### src/design/ugmc_pkg.sv
// Shared types and constants for the update gap miss counter.
// Used by ugmc_divider and update_gap_miss_counter_core; depends on nothing.
package ugmc_pkg;

   localparam int DATA_W = 32;
   localparam int CNT_W  = $clog2(DATA_W);

   typedef logic [DATA_W-1:0] data_type;

   // input item kinds
   typedef enum logic [1:0] {
      MODE_START  = 2'd0,
      MODE_UPDATE = 2'd1,
      MODE_END    = 2'd2,
      MODE_NONE   = 2'd3
   } mode_type;

   // result event kinds
   typedef enum logic [2:0] {
      EV_ENTERED   = 3'd0,
      EV_INVALID   = 3'd1,
      EV_FIRST     = 3'd2,
      EV_VALID     = 3'd3,
      EV_END_VALID = 3'd4,
      EV_EMPTY_END = 3'd5
   } kind_type;

   // configuration register indexes
   typedef enum logic [1:0] {
      CSR_INTERVAL  = 2'd0,
      CSR_TOLERANCE = 2'd1,
      CSR_MIN_GAP   = 2'd2,
      CSR_MAX_GAP   = 2'd3
   } csr_type;

   localparam data_type INTERVAL_RESET = 32'd1000;
   localparam data_type ALL_ONES       = {DATA_W{1'b1}};

   // divider request and status
   typedef struct packed {
      logic     start;
      data_type dividend;
      data_type divisor;
   } div_req_type;

   typedef struct packed {
      logic     busy;
      logic     done;
      data_type quotient;
   } div_rsp_type;

endpackage

### src/design/ugmc_divider.sv
// Bit-serial restoring divider, one quotient bit per cycle.
// Depends on ugmc_pkg for widths and the request/status structs.
module ugmc_divider (
   input  logic                 clock,
   input  logic                 reset,
   input  ugmc_pkg::div_req_type div_req,
   output ugmc_pkg::div_rsp_type div_rsp
);
   import ugmc_pkg::*;

   data_type          rem_ff, rem_in;
   data_type          num_ff, num_in;
   data_type          den_ff, den_in;
   logic [CNT_W-1:0]  cnt_ff, cnt_in;
   logic              busy_ff, busy_in;
   logic              done_ff, done_in;

   logic [DATA_W:0]   trial;
   logic [DATA_W:0]   diff;
   logic              qbit;

   // one shift-subtract step
   always_comb begin
      trial = {rem_ff, num_ff[DATA_W-1]};
      diff  = trial - {1'b0, den_ff};
      qbit  = (trial >= {1'b0, den_ff});

      rem_in  = rem_ff;
      num_in  = num_ff;
      den_in  = den_ff;
      cnt_in  = cnt_ff;
      busy_in = busy_ff;
      done_in = 1'b0;

      if (div_req.start && !busy_ff) begin
         rem_in  = '0;
         num_in  = div_req.dividend;
         den_in  = div_req.divisor;
         cnt_in  = '0;
         busy_in = 1'b1;
      end else if (busy_ff) begin
         rem_in = qbit ? diff[DATA_W-1:0] : trial[DATA_W-1:0];
         num_in = {num_ff[DATA_W-2:0], qbit};
         cnt_in = cnt_ff + 1'b1;
         if (cnt_ff == CNT_W'(DATA_W - 1)) begin
            busy_in = 1'b0;
            done_in = 1'b1;
         end
      end
   end

   always_ff @(posedge clock) begin
      if (reset) begin
         busy_ff <= 1'b0;
         done_ff <= 1'b0;
         cnt_ff  <= '0;
      end else begin
         busy_ff <= busy_in;
         done_ff <= done_in;
         cnt_ff  <= cnt_in;
      end
      rem_ff <= rem_in;
      num_ff <= num_in;
      den_ff <= den_in;
   end

   assign div_rsp.busy     = busy_ff;
   assign div_rsp.done     = done_ff;
   assign div_rsp.quotient = num_ff;

endmodule

### src/design/update_gap_miss_counter_core.sv
// Update gap miss counter: event sequencer, gap checks, totals and output register.
// Depends on ugmc_pkg and instantiates ugmc_divider.
//
// Usage:
//   req channel: tdata = timestamp_ms; tuser = mode (bits 1:0), update_valid (bit 2).
//   rsp channel: one transaction per item (mode three gives none); tdata = gap_ms,
//   misses, miss_sum from bit 0 up; tuser = event_kind.
//   csr port: csr_we writes csr_wdata into register csr_addr (interval, tolerance,
//   min gap, max gap) at the clock edge; write only while the block is idle.
// Sequencing:
//   a period start, an empty end or an invalid update goes from S_GAP straight to
//   S_DONE, which loads the output register; a checked gap passes S_RED and S_CHK,
//   and one that needs a division waits in S_DIV for the bit-serial divider (32 steps).
//   One item is in flight at a time; the next is accepted in the cycle after the
//   previous one has moved into the output register.
// Reset: synchronous; registers return to interval 1000, tolerance 0, min gap 0,
//   max gap all ones; period state and running total clear.
// Stall: a result waits in the output register while rsp_tready is low; the next
//   item is accepted and worked on, and holds before the output until it frees.
module update_gap_miss_counter_core #(
   parameter int TIME_BITS = 32
) (
   input  logic        clock,
   input  logic        reset,
   // request: timestamp_ms
   input  logic        req_tvalid,
   output logic        req_tready,
   input  logic [31:0] req_tdata,
   // request: mode, update_valid
   input  logic [2:0]  req_tuser,
   // result: gap_ms, misses, miss_sum
   output logic        rsp_tvalid,
   input  logic        rsp_tready,
   output logic [95:0] rsp_tdata,
   // result: event_kind
   output logic [2:0]  rsp_tuser,
   input  logic        csr_we,
   input  logic [1:0]  csr_addr,
   input  logic [31:0] csr_wdata
);
   import ugmc_pkg::*;

   localparam int TW = (TIME_BITS < DATA_W) ? TIME_BITS : DATA_W;

   typedef enum logic [2:0] {
      S_IDLE,
      S_GAP,
      S_RED,
      S_CHK,
      S_DIV,
      S_DONE
   } state_type;

   state_type      state_ff, state_in;

   // configuration
   data_type       interval_ff, interval_in;
   data_type       tol_ff, tol_in;
   data_type       min_ff, min_in;
   data_type       max_ff, max_in;

   // period state
   logic [TW-1:0]  last_ff, last_in;
   logic           seen_ff, seen_in;
   data_type       total_ff, total_in;

   // item in work
   mode_type       mode_ff, mode_in;
   logic [TW-1:0]  ts_ff, ts_in;
   logic           upd_valid_ff, upd_valid_in;
   logic [TW-1:0]  gap_ff, gap_in;
   logic           under_ff, under_in;
   data_type       dred_ff, dred_in;
   data_type       miss_ff, miss_in;

   // output register
   logic           rsp_valid_ff, rsp_valid_in;
   kind_type       rsp_kind_ff, rsp_kind_in;
   data_type       rsp_gap_ff, rsp_gap_in;
   data_type       rsp_miss_ff, rsp_miss_in;
   data_type       rsp_total_ff, rsp_total_in;

   div_req_type    div_req;
   div_rsp_type    div_rsp;

   data_type       gap32;
   logic           zero_miss;
   logic           out_free;
   logic [DATA_W:0] sum;
   kind_type       kind;

   ugmc_divider u_div (
      .clock   (clock),
      .reset   (reset),
      .div_req (div_req),
      .div_rsp (div_rsp)
   );

   assign req_tready = (state_ff == S_IDLE);
   assign out_free   = !rsp_valid_ff || rsp_tready;
   assign gap32      = DATA_W'(gap_ff);
   assign sum        = {1'b0, total_ff} + {1'b0, miss_ff};

   // range and interval checks on the reduced gap
   assign zero_miss = under_ff
                   || ((min_ff != '0) && (dred_ff < min_ff))
                   || ((max_ff != ALL_ONES) && (dred_ff > max_ff))
                   || (interval_ff == '0)
                   || (dred_ff <= interval_ff);

   // event kind from the item and the period state before this item
   always_comb begin
      case (mode_ff)
         MODE_START:  kind = EV_ENTERED;
         MODE_UPDATE: kind = !upd_valid_ff ? EV_INVALID : (seen_ff ? EV_VALID : EV_FIRST);
         default:     kind = seen_ff ? EV_END_VALID : EV_EMPTY_END;
      endcase
   end

   // sequencer next state
   always_comb begin
      state_in     = state_ff;
      interval_in  = interval_ff;
      tol_in       = tol_ff;
      min_in       = min_ff;
      max_in       = max_ff;
      last_in      = last_ff;
      seen_in      = seen_ff;
      total_in     = total_ff;
      mode_in      = mode_ff;
      ts_in        = ts_ff;
      upd_valid_in = upd_valid_ff;
      gap_in       = gap_ff;
      under_in     = under_ff;
      dred_in      = dred_ff;
      miss_in      = miss_ff;
      rsp_valid_in = rsp_valid_ff && !rsp_tready;
      rsp_kind_in  = rsp_kind_ff;
      rsp_gap_in   = rsp_gap_ff;
      rsp_miss_in  = rsp_miss_ff;
      rsp_total_in = rsp_total_ff;
      div_req.start    = 1'b0;
      div_req.dividend = dred_ff;
      div_req.divisor  = interval_ff;

      // register writes
      if (csr_we) begin
         unique case (csr_type'(csr_addr))
            CSR_INTERVAL:  interval_in = csr_wdata;
            CSR_TOLERANCE: tol_in      = csr_wdata;
            CSR_MIN_GAP:   min_in      = csr_wdata;
            CSR_MAX_GAP:   max_in      = csr_wdata;
            default:       ;
         endcase
      end

      unique case (state_ff)
         S_IDLE: begin
            if (req_tvalid) begin
               mode_in      = mode_type'(req_tuser[1:0]);
               upd_valid_in = req_tuser[2];
               ts_in        = req_tdata[TW-1:0];
               state_in     = S_GAP;
            end
         end
         // raw gap; period starts, empty ends and invalid updates skip the checks
         S_GAP: begin
            gap_in  = (ts_ff >= last_ff) ? (ts_ff - last_ff) : '0;
            miss_in = '0;
            case (mode_ff)
               MODE_START: begin
                  gap_in   = '0;
                  state_in = S_DONE;
               end
               MODE_UPDATE: begin
                  if (!upd_valid_ff) begin
                     gap_in   = '0;
                     state_in = S_DONE;
                  end else begin
                     state_in = S_RED;
                  end
               end
               MODE_END: state_in = seen_ff ? S_RED : S_DONE;
               default:  state_in = S_IDLE;
            endcase
         end
         // take the tolerance off
         S_RED: begin
            under_in = (gap32 < tol_ff);
            dred_in  = gap32 - tol_ff;
            state_in = S_CHK;
         end
         S_CHK: begin
            if (zero_miss) begin
               state_in = S_DONE;
            end else begin
               div_req.start = 1'b1;
               state_in      = S_DIV;
            end
         end
         S_DIV: begin
            if (div_rsp.done) begin
               miss_in  = div_rsp.quotient;
               state_in = S_DONE;
            end
         end
         // commit state and load the output register
         S_DONE: begin
            if (out_free) begin
               total_in     = sum[DATA_W] ? ALL_ONES : sum[DATA_W-1:0];
               rsp_valid_in = 1'b1;
               rsp_kind_in  = kind;
               rsp_gap_in   = gap32;
               rsp_miss_in  = miss_ff;
               rsp_total_in = total_in;
               case (mode_ff)
                  MODE_START: begin
                     last_in = ts_ff;
                     seen_in = 1'b0;
                  end
                  MODE_UPDATE: begin
                     if (upd_valid_ff) begin
                        last_in = ts_ff;
                        seen_in = 1'b1;
                     end
                  end
                  default: seen_in = 1'b0;
               endcase
               state_in = S_IDLE;
            end
         end
         default: state_in = S_IDLE;
      endcase
   end

   always_ff @(posedge clock) begin
      if (reset) begin
         state_ff     <= S_IDLE;
         interval_ff  <= INTERVAL_RESET;
         tol_ff       <= '0;
         min_ff       <= '0;
         max_ff       <= ALL_ONES;
         last_ff      <= '0;
         seen_ff      <= 1'b0;
         total_ff     <= '0;
         rsp_valid_ff <= 1'b0;
      end else begin
         state_ff     <= state_in;
         interval_ff  <= interval_in;
         tol_ff       <= tol_in;
         min_ff       <= min_in;
         max_ff       <= max_in;
         last_ff      <= last_in;
         seen_ff      <= seen_in;
         total_ff     <= total_in;
         rsp_valid_ff <= rsp_valid_in;
      end
      mode_ff      <= mode_in;
      ts_ff        <= ts_in;
      upd_valid_ff <= upd_valid_in;
      gap_ff       <= gap_in;
      under_ff     <= under_in;
      dred_ff      <= dred_in;
      miss_ff      <= miss_in;
      rsp_kind_ff  <= rsp_kind_in;
      rsp_gap_ff   <= rsp_gap_in;
      rsp_miss_ff  <= rsp_miss_in;
      rsp_total_ff <= rsp_total_in;
   end

   assign rsp_tvalid = rsp_valid_ff;
   assign rsp_tdata  = {rsp_total_ff, rsp_miss_ff, rsp_gap_ff};
   assign rsp_tuser  = rsp_kind_ff;

`ifndef SYNTHESIS
   // running total only grows
   a_total_monotonic: assert property (@(posedge clock) disable iff (reset)
      total_ff >= $past(total_ff))
      else $error("running miss total decreased");

   // period starts and invalid updates carry no gap and no misses
   a_no_gap_events: assert property (@(posedge clock) disable iff (reset)
      rsp_valid_ff && (rsp_kind_ff == EV_ENTERED || rsp_kind_ff == EV_INVALID)
      |-> (rsp_gap_ff == '0) && (rsp_miss_ff == '0))
      else $error("boundary or invalid update reported a gap");

   // an empty period counts no misses
   a_empty_end: assert property (@(posedge clock) disable iff (reset)
      rsp_valid_ff && (rsp_kind_ff == EV_EMPTY_END) |-> (rsp_miss_ff == '0))
      else $error("empty period reported misses");

   // the divider only finishes while the sequencer waits for it
   a_div_done: assert property (@(posedge clock) disable iff (reset)
      div_rsp.done |-> (state_ff == S_DIV))
      else $error("divider finished outside the divide state");
`endif

endmodule

### config.mk
export PLATFORM = sky130hd
export DESIGN_NAME = update_gap_miss_counter_core
export DESIGN_NICKNAME = d
export VERILOG_FILES = /design/src/design/ugmc_pkg.sv /design/src/design/ugmc_divider.sv /design/src/design/update_gap_miss_counter_core.sv
export SDC_FILE = /design/constraint.sdc
export NUM_CORES = 1
export LEC_CHECK = 0
export BUFFER_PORTS_ARGS = -buffer_cell sky130_fd_sc_hd__buf_2
export CORE_MARGIN = 2
export CORE_UTILIZATION = 55
export DETAILED_ROUTE_END_ITERATION = 8
export GPL_TIMING_DRIVEN = 1
export PLACE_DENSITY = 0.8
export SLEW_MARGIN = 10
export SYNTH_ARGS = -nofsm -noshare
export SYNTH_HDL_FRONTEND = slang
export SYNTH_SLANG_ARGS = --single-unit
### constraint.sdc
create_clock -name clock -period 5.34 [get_ports clock]
set_input_delay 1.335 -clock clock [delete_from_list [all_inputs] [get_ports clock]]
set_output_delay 1.335 -clock clock [all_outputs]
set_load 0.02 [all_outputs]
==> results.cfg <==
[clocking]
cts_sinks = 531
htree_levels = 2
cts_setup_buffers = 0
cts_tree = built
cts-resized-gates = 0
clockBufferDepth = 3
clock_latency_ns = 0.63
ctsHoldBuffers = 0
cts_root_buffer = clkbuf_16
cts.clk_slew.worst_paths_ns = 0.06
cts_made_buffers = 53

[floorplan]
die_height_um = 226.9
die-width_um = 226.9
io_pins = 175
coreArea_um2 = 48950
die-area_um2 = 51470
initial_utilization = 0.5581
num_rows = 81

[pwr]
ir_worst_vdd_v = 0.0002737
combPwrFrac = 0.146
powerDensity_nw_per_um2 = 328.6
switching_share = 0.2643
power_leakage_uw = 0.01238
power.internal_uw = 7404
power_switching_uw = 2660
seq_power_share = 0.468
pwr-share-clk = 0.387

[logic_synthesis]
synth-seq-cells = 531
synth-simple-area-share = 0.1414
synthArstFlopShare = 0
synth_fa_ha_area_frac = 0.1060
synth_seq_area_share = 0.4972
synthXorXnorAreaFrac = 0.03334
syn_area_um2 = 27320
synthCells = 2764
synth_compound_area_frac = 0.1531
muxShareOfSynthArea = 0.02033
synth.yosys.warnings = 0
synthFlopType = edfxtp_1
synth_area_per_cell_um2 = 9.884
synth_nets = 3067
synth_top_family_by_area = compound AO/OA/AOI/OAI gates
synth_edf_count = 295
synth_cell_types = 71

[drt]
drtIter0Drc = 1699
routed_via_density = 5.766
via_count = 20900
drt-total-wl_um = 69320
antenna_left = 0
detail_route.wl_per_cell_um = 19.12
drc_errors = 0
drt_pass1_iterations = 6

[global_route]
grt_pass1_wl_um = 107900
grt.total_usage = 0.2698
first_global_vias = 20270
grt_max_degree = 133
antenna_found_initial = 4
grt_overflow = 0

[min_path]
hp-class = flip-flop to flip-flop

[timing]
drv_slew = 0
fmax_mhz = 233.5
setup_tns_ns = 0
maxSlewHeadroom = 0.2181
worstMarginPinSlew_ns = 1.170
setup_violations = 0
rsz0062_at_grt = no
finalHoldViolCount = 0
finalCriticalPeriod_ns = 4.283
finalCritPeriodShare = 0.8021
final.setup_skew_ns = 0.02551

[final_layout]
utilization = 0.6257
syn_to_final_growth_pct = 12.10
layout_commonest_cell = nand2_1
design_area_um2 = 30630
layout_common_cells = 392 x nand2_1, 295 x edfxtp_1, 262 x a21oi_1
final_nets = 3217
drive_gt1_frac = 0.1153

[critical_path]
critPathLaunchType = flip-flop
cpMostUsedCell = a211o_1
required_ns = 5.64
crit_fanout = 34
cpPeakStageDelay_ns = 0.89
path_cells = ha_1, nand4_1, or4_1, o31ai_1, a2111oi_0, a211o_1, a211o_1, or3_2, inv_1, buf_4
worst_path_max_delay_cell = or3_2
endpoint_kind = flip-flop
crit_arrival_ns = 4.59
worstSetupPathType = flip-flop to flip-flop

[placement]
place_area_um2 = 28810
hpwl_um = 51290
io_buffers = 174
gp_congestion = 0.9370

[job]
cap_violations = 0

[status]
status = finished, final reports clean
[synthesized netlist by cell type (5+ instances only)]
| master | count | area, um2 |
|---|---|---|
| a211o_1 | 35 | 306.5 |
| a211oi_1 | 26 | 195.2 |
| a21o_1 | 73 | 548.0 |
| a21oi_1 | 262 | 1311 |
| a221oi_1 | 6 | 52.55 |
| a311oi_1 | 7 | 61.31 |
| a31o_2 | 7 | 61.31 |
| a31oi_1 | 12 | 75.07 |
| and2_1 | 37 | 231.5 |
| and3_1 | 12 | 75.07 |
| and4_1 | 8 | 70.07 |
| buf_2 | 5 | 25.02 |
| clkbuf_1 | 89 | 334.1 |
| dfxtp_1 | 236 | 4725 |
| edfxtp_1 | 295 | 8859 |
| ha_1 | 225 | 2815 |
| inv_1 | 236 | 885.9 |
| mux2_4 | 28 | 420.4 |
| mux2i_1 | 9 | 90.09 |
| nand2_1 | 392 | 1471 |
| nand2b_1 | 27 | 168.9 |
| nand3_1 | 36 | 180.2 |
| nand4_1 | 40 | 250.2 |
| nor2_1 | 197 | 739.5 |
| nor2b_1 | 25 | 156.4 |
| nor3_1 | 33 | 165.2 |
| nor3b_1 | 7 | 52.55 |
| nor4_1 | 25 | 156.4 |
| o211ai_1 | 29 | 217.7 |
| o21a_1 | 23 | 172.7 |
| o21ai_0 | 102 | 510.5 |
| o21bai_1 | 17 | 127.6 |
| o221ai_1 | 12 | 105.1 |
| o22ai_1 | 5 | 31.28 |
| o31ai_1 | 6 | 45.04 |
| xnor2_1 | 59 | 516.8 |
| xor2_1 | 45 | 394.1 |
[power groups by stage]
stage | sequential [uW] | combinational, uW | clock (uW)
6_report | 4710 | 1470 | 3890
5_1_grt | 4720 | 1630 | 4080
4_1_cts | 4700 | 1450 | 3950
3_5_place_dp | 4790 | 1440 | 0
3_3_place_gp | 4780 | 1390 | 0
2_1_floorplan | 4750 | 1060 | 0
[final cells by class]
class / instances / area, um2
Antenna cell: 3 / 7.507
Clock buffer: 73 / 1471
Clock inverter: 26 / 341.6
Fill cell: 3853 / 18320
Inverter: 237 / 892.1
Multi-Input combinational cell: 1895 / 12460
Sequential cell: 531 / 13580
Tap cell: 664 / 830.8
Timing Repair Buffer: 196 / 1042
[per-layer routing]
layer / GRT usage / vias up / share of wire
li1: - / 10100 / -
met1: 0.3464 / 9887 / 0.42
met2: 0.4529 / 753 / 0.47
met3: 0.03836 / 163 / 0.069
met4: 0.1212 / 0 / 0.043
met5: 0 / - / 0
[critical path: cells and delay by family, from the launching register on]
kind / cells / cell delay (ns)
simple gates: 3 / 1.64
compound gates: 4 / 0.99
buf+inv: 2 / 0.48
flops: 1 / 0.47
fa+ha+maj: 1 / 0.37
[worst paths after layout]
path,to,slack [ns],cells after the start,from
max,u_div.den_ff[24]$_DFFE_PP_,1.06,10,dred_ff[28]$_DFFE_PP_
min,last_ff[29]$_SDFFE_PP0P_,0.45,2,last_ff[29]$_SDFFE_PP0P_
max reg2reg,u_div.den_ff[24]$_DFFE_PP_,1.06,10,dred_ff[28]$_DFFE_PP_
min reg2reg,last_ff[29]$_SDFFE_PP0P_,0.45,2,last_ff[29]$_SDFFE_PP0P_
[cell families after synthesis]
family | count (synthesis)
xor+xnor | 104
fa+ha+maj | 229
mux | 41
flops | 531
compound gates | 662
simple gates | 859
buf+inv | 338
[metrics by stage]
| stage | total power, uW | hold slack (ns) | setup slack (ns) | std cells |
|---|---|---|---|---|
| after CTS | 10100 | 0.4545 | 1.073 | 3622 |
| after global placement | 6173 | 0.4415 | 1.151 | 3523 |
| after global routing | 10430 | 0.4651 | 0.8148 | 3622 |
| final | 10060 | 0.4532 | 1.057 | 3625 |
| after floorplan | 5805 | 0.4264 | 0.04972 | 2764 |
| after detailed placement | 6229 | 0.4463 | 1.071 | 3523 |
(Power assumes the default switching activity.)
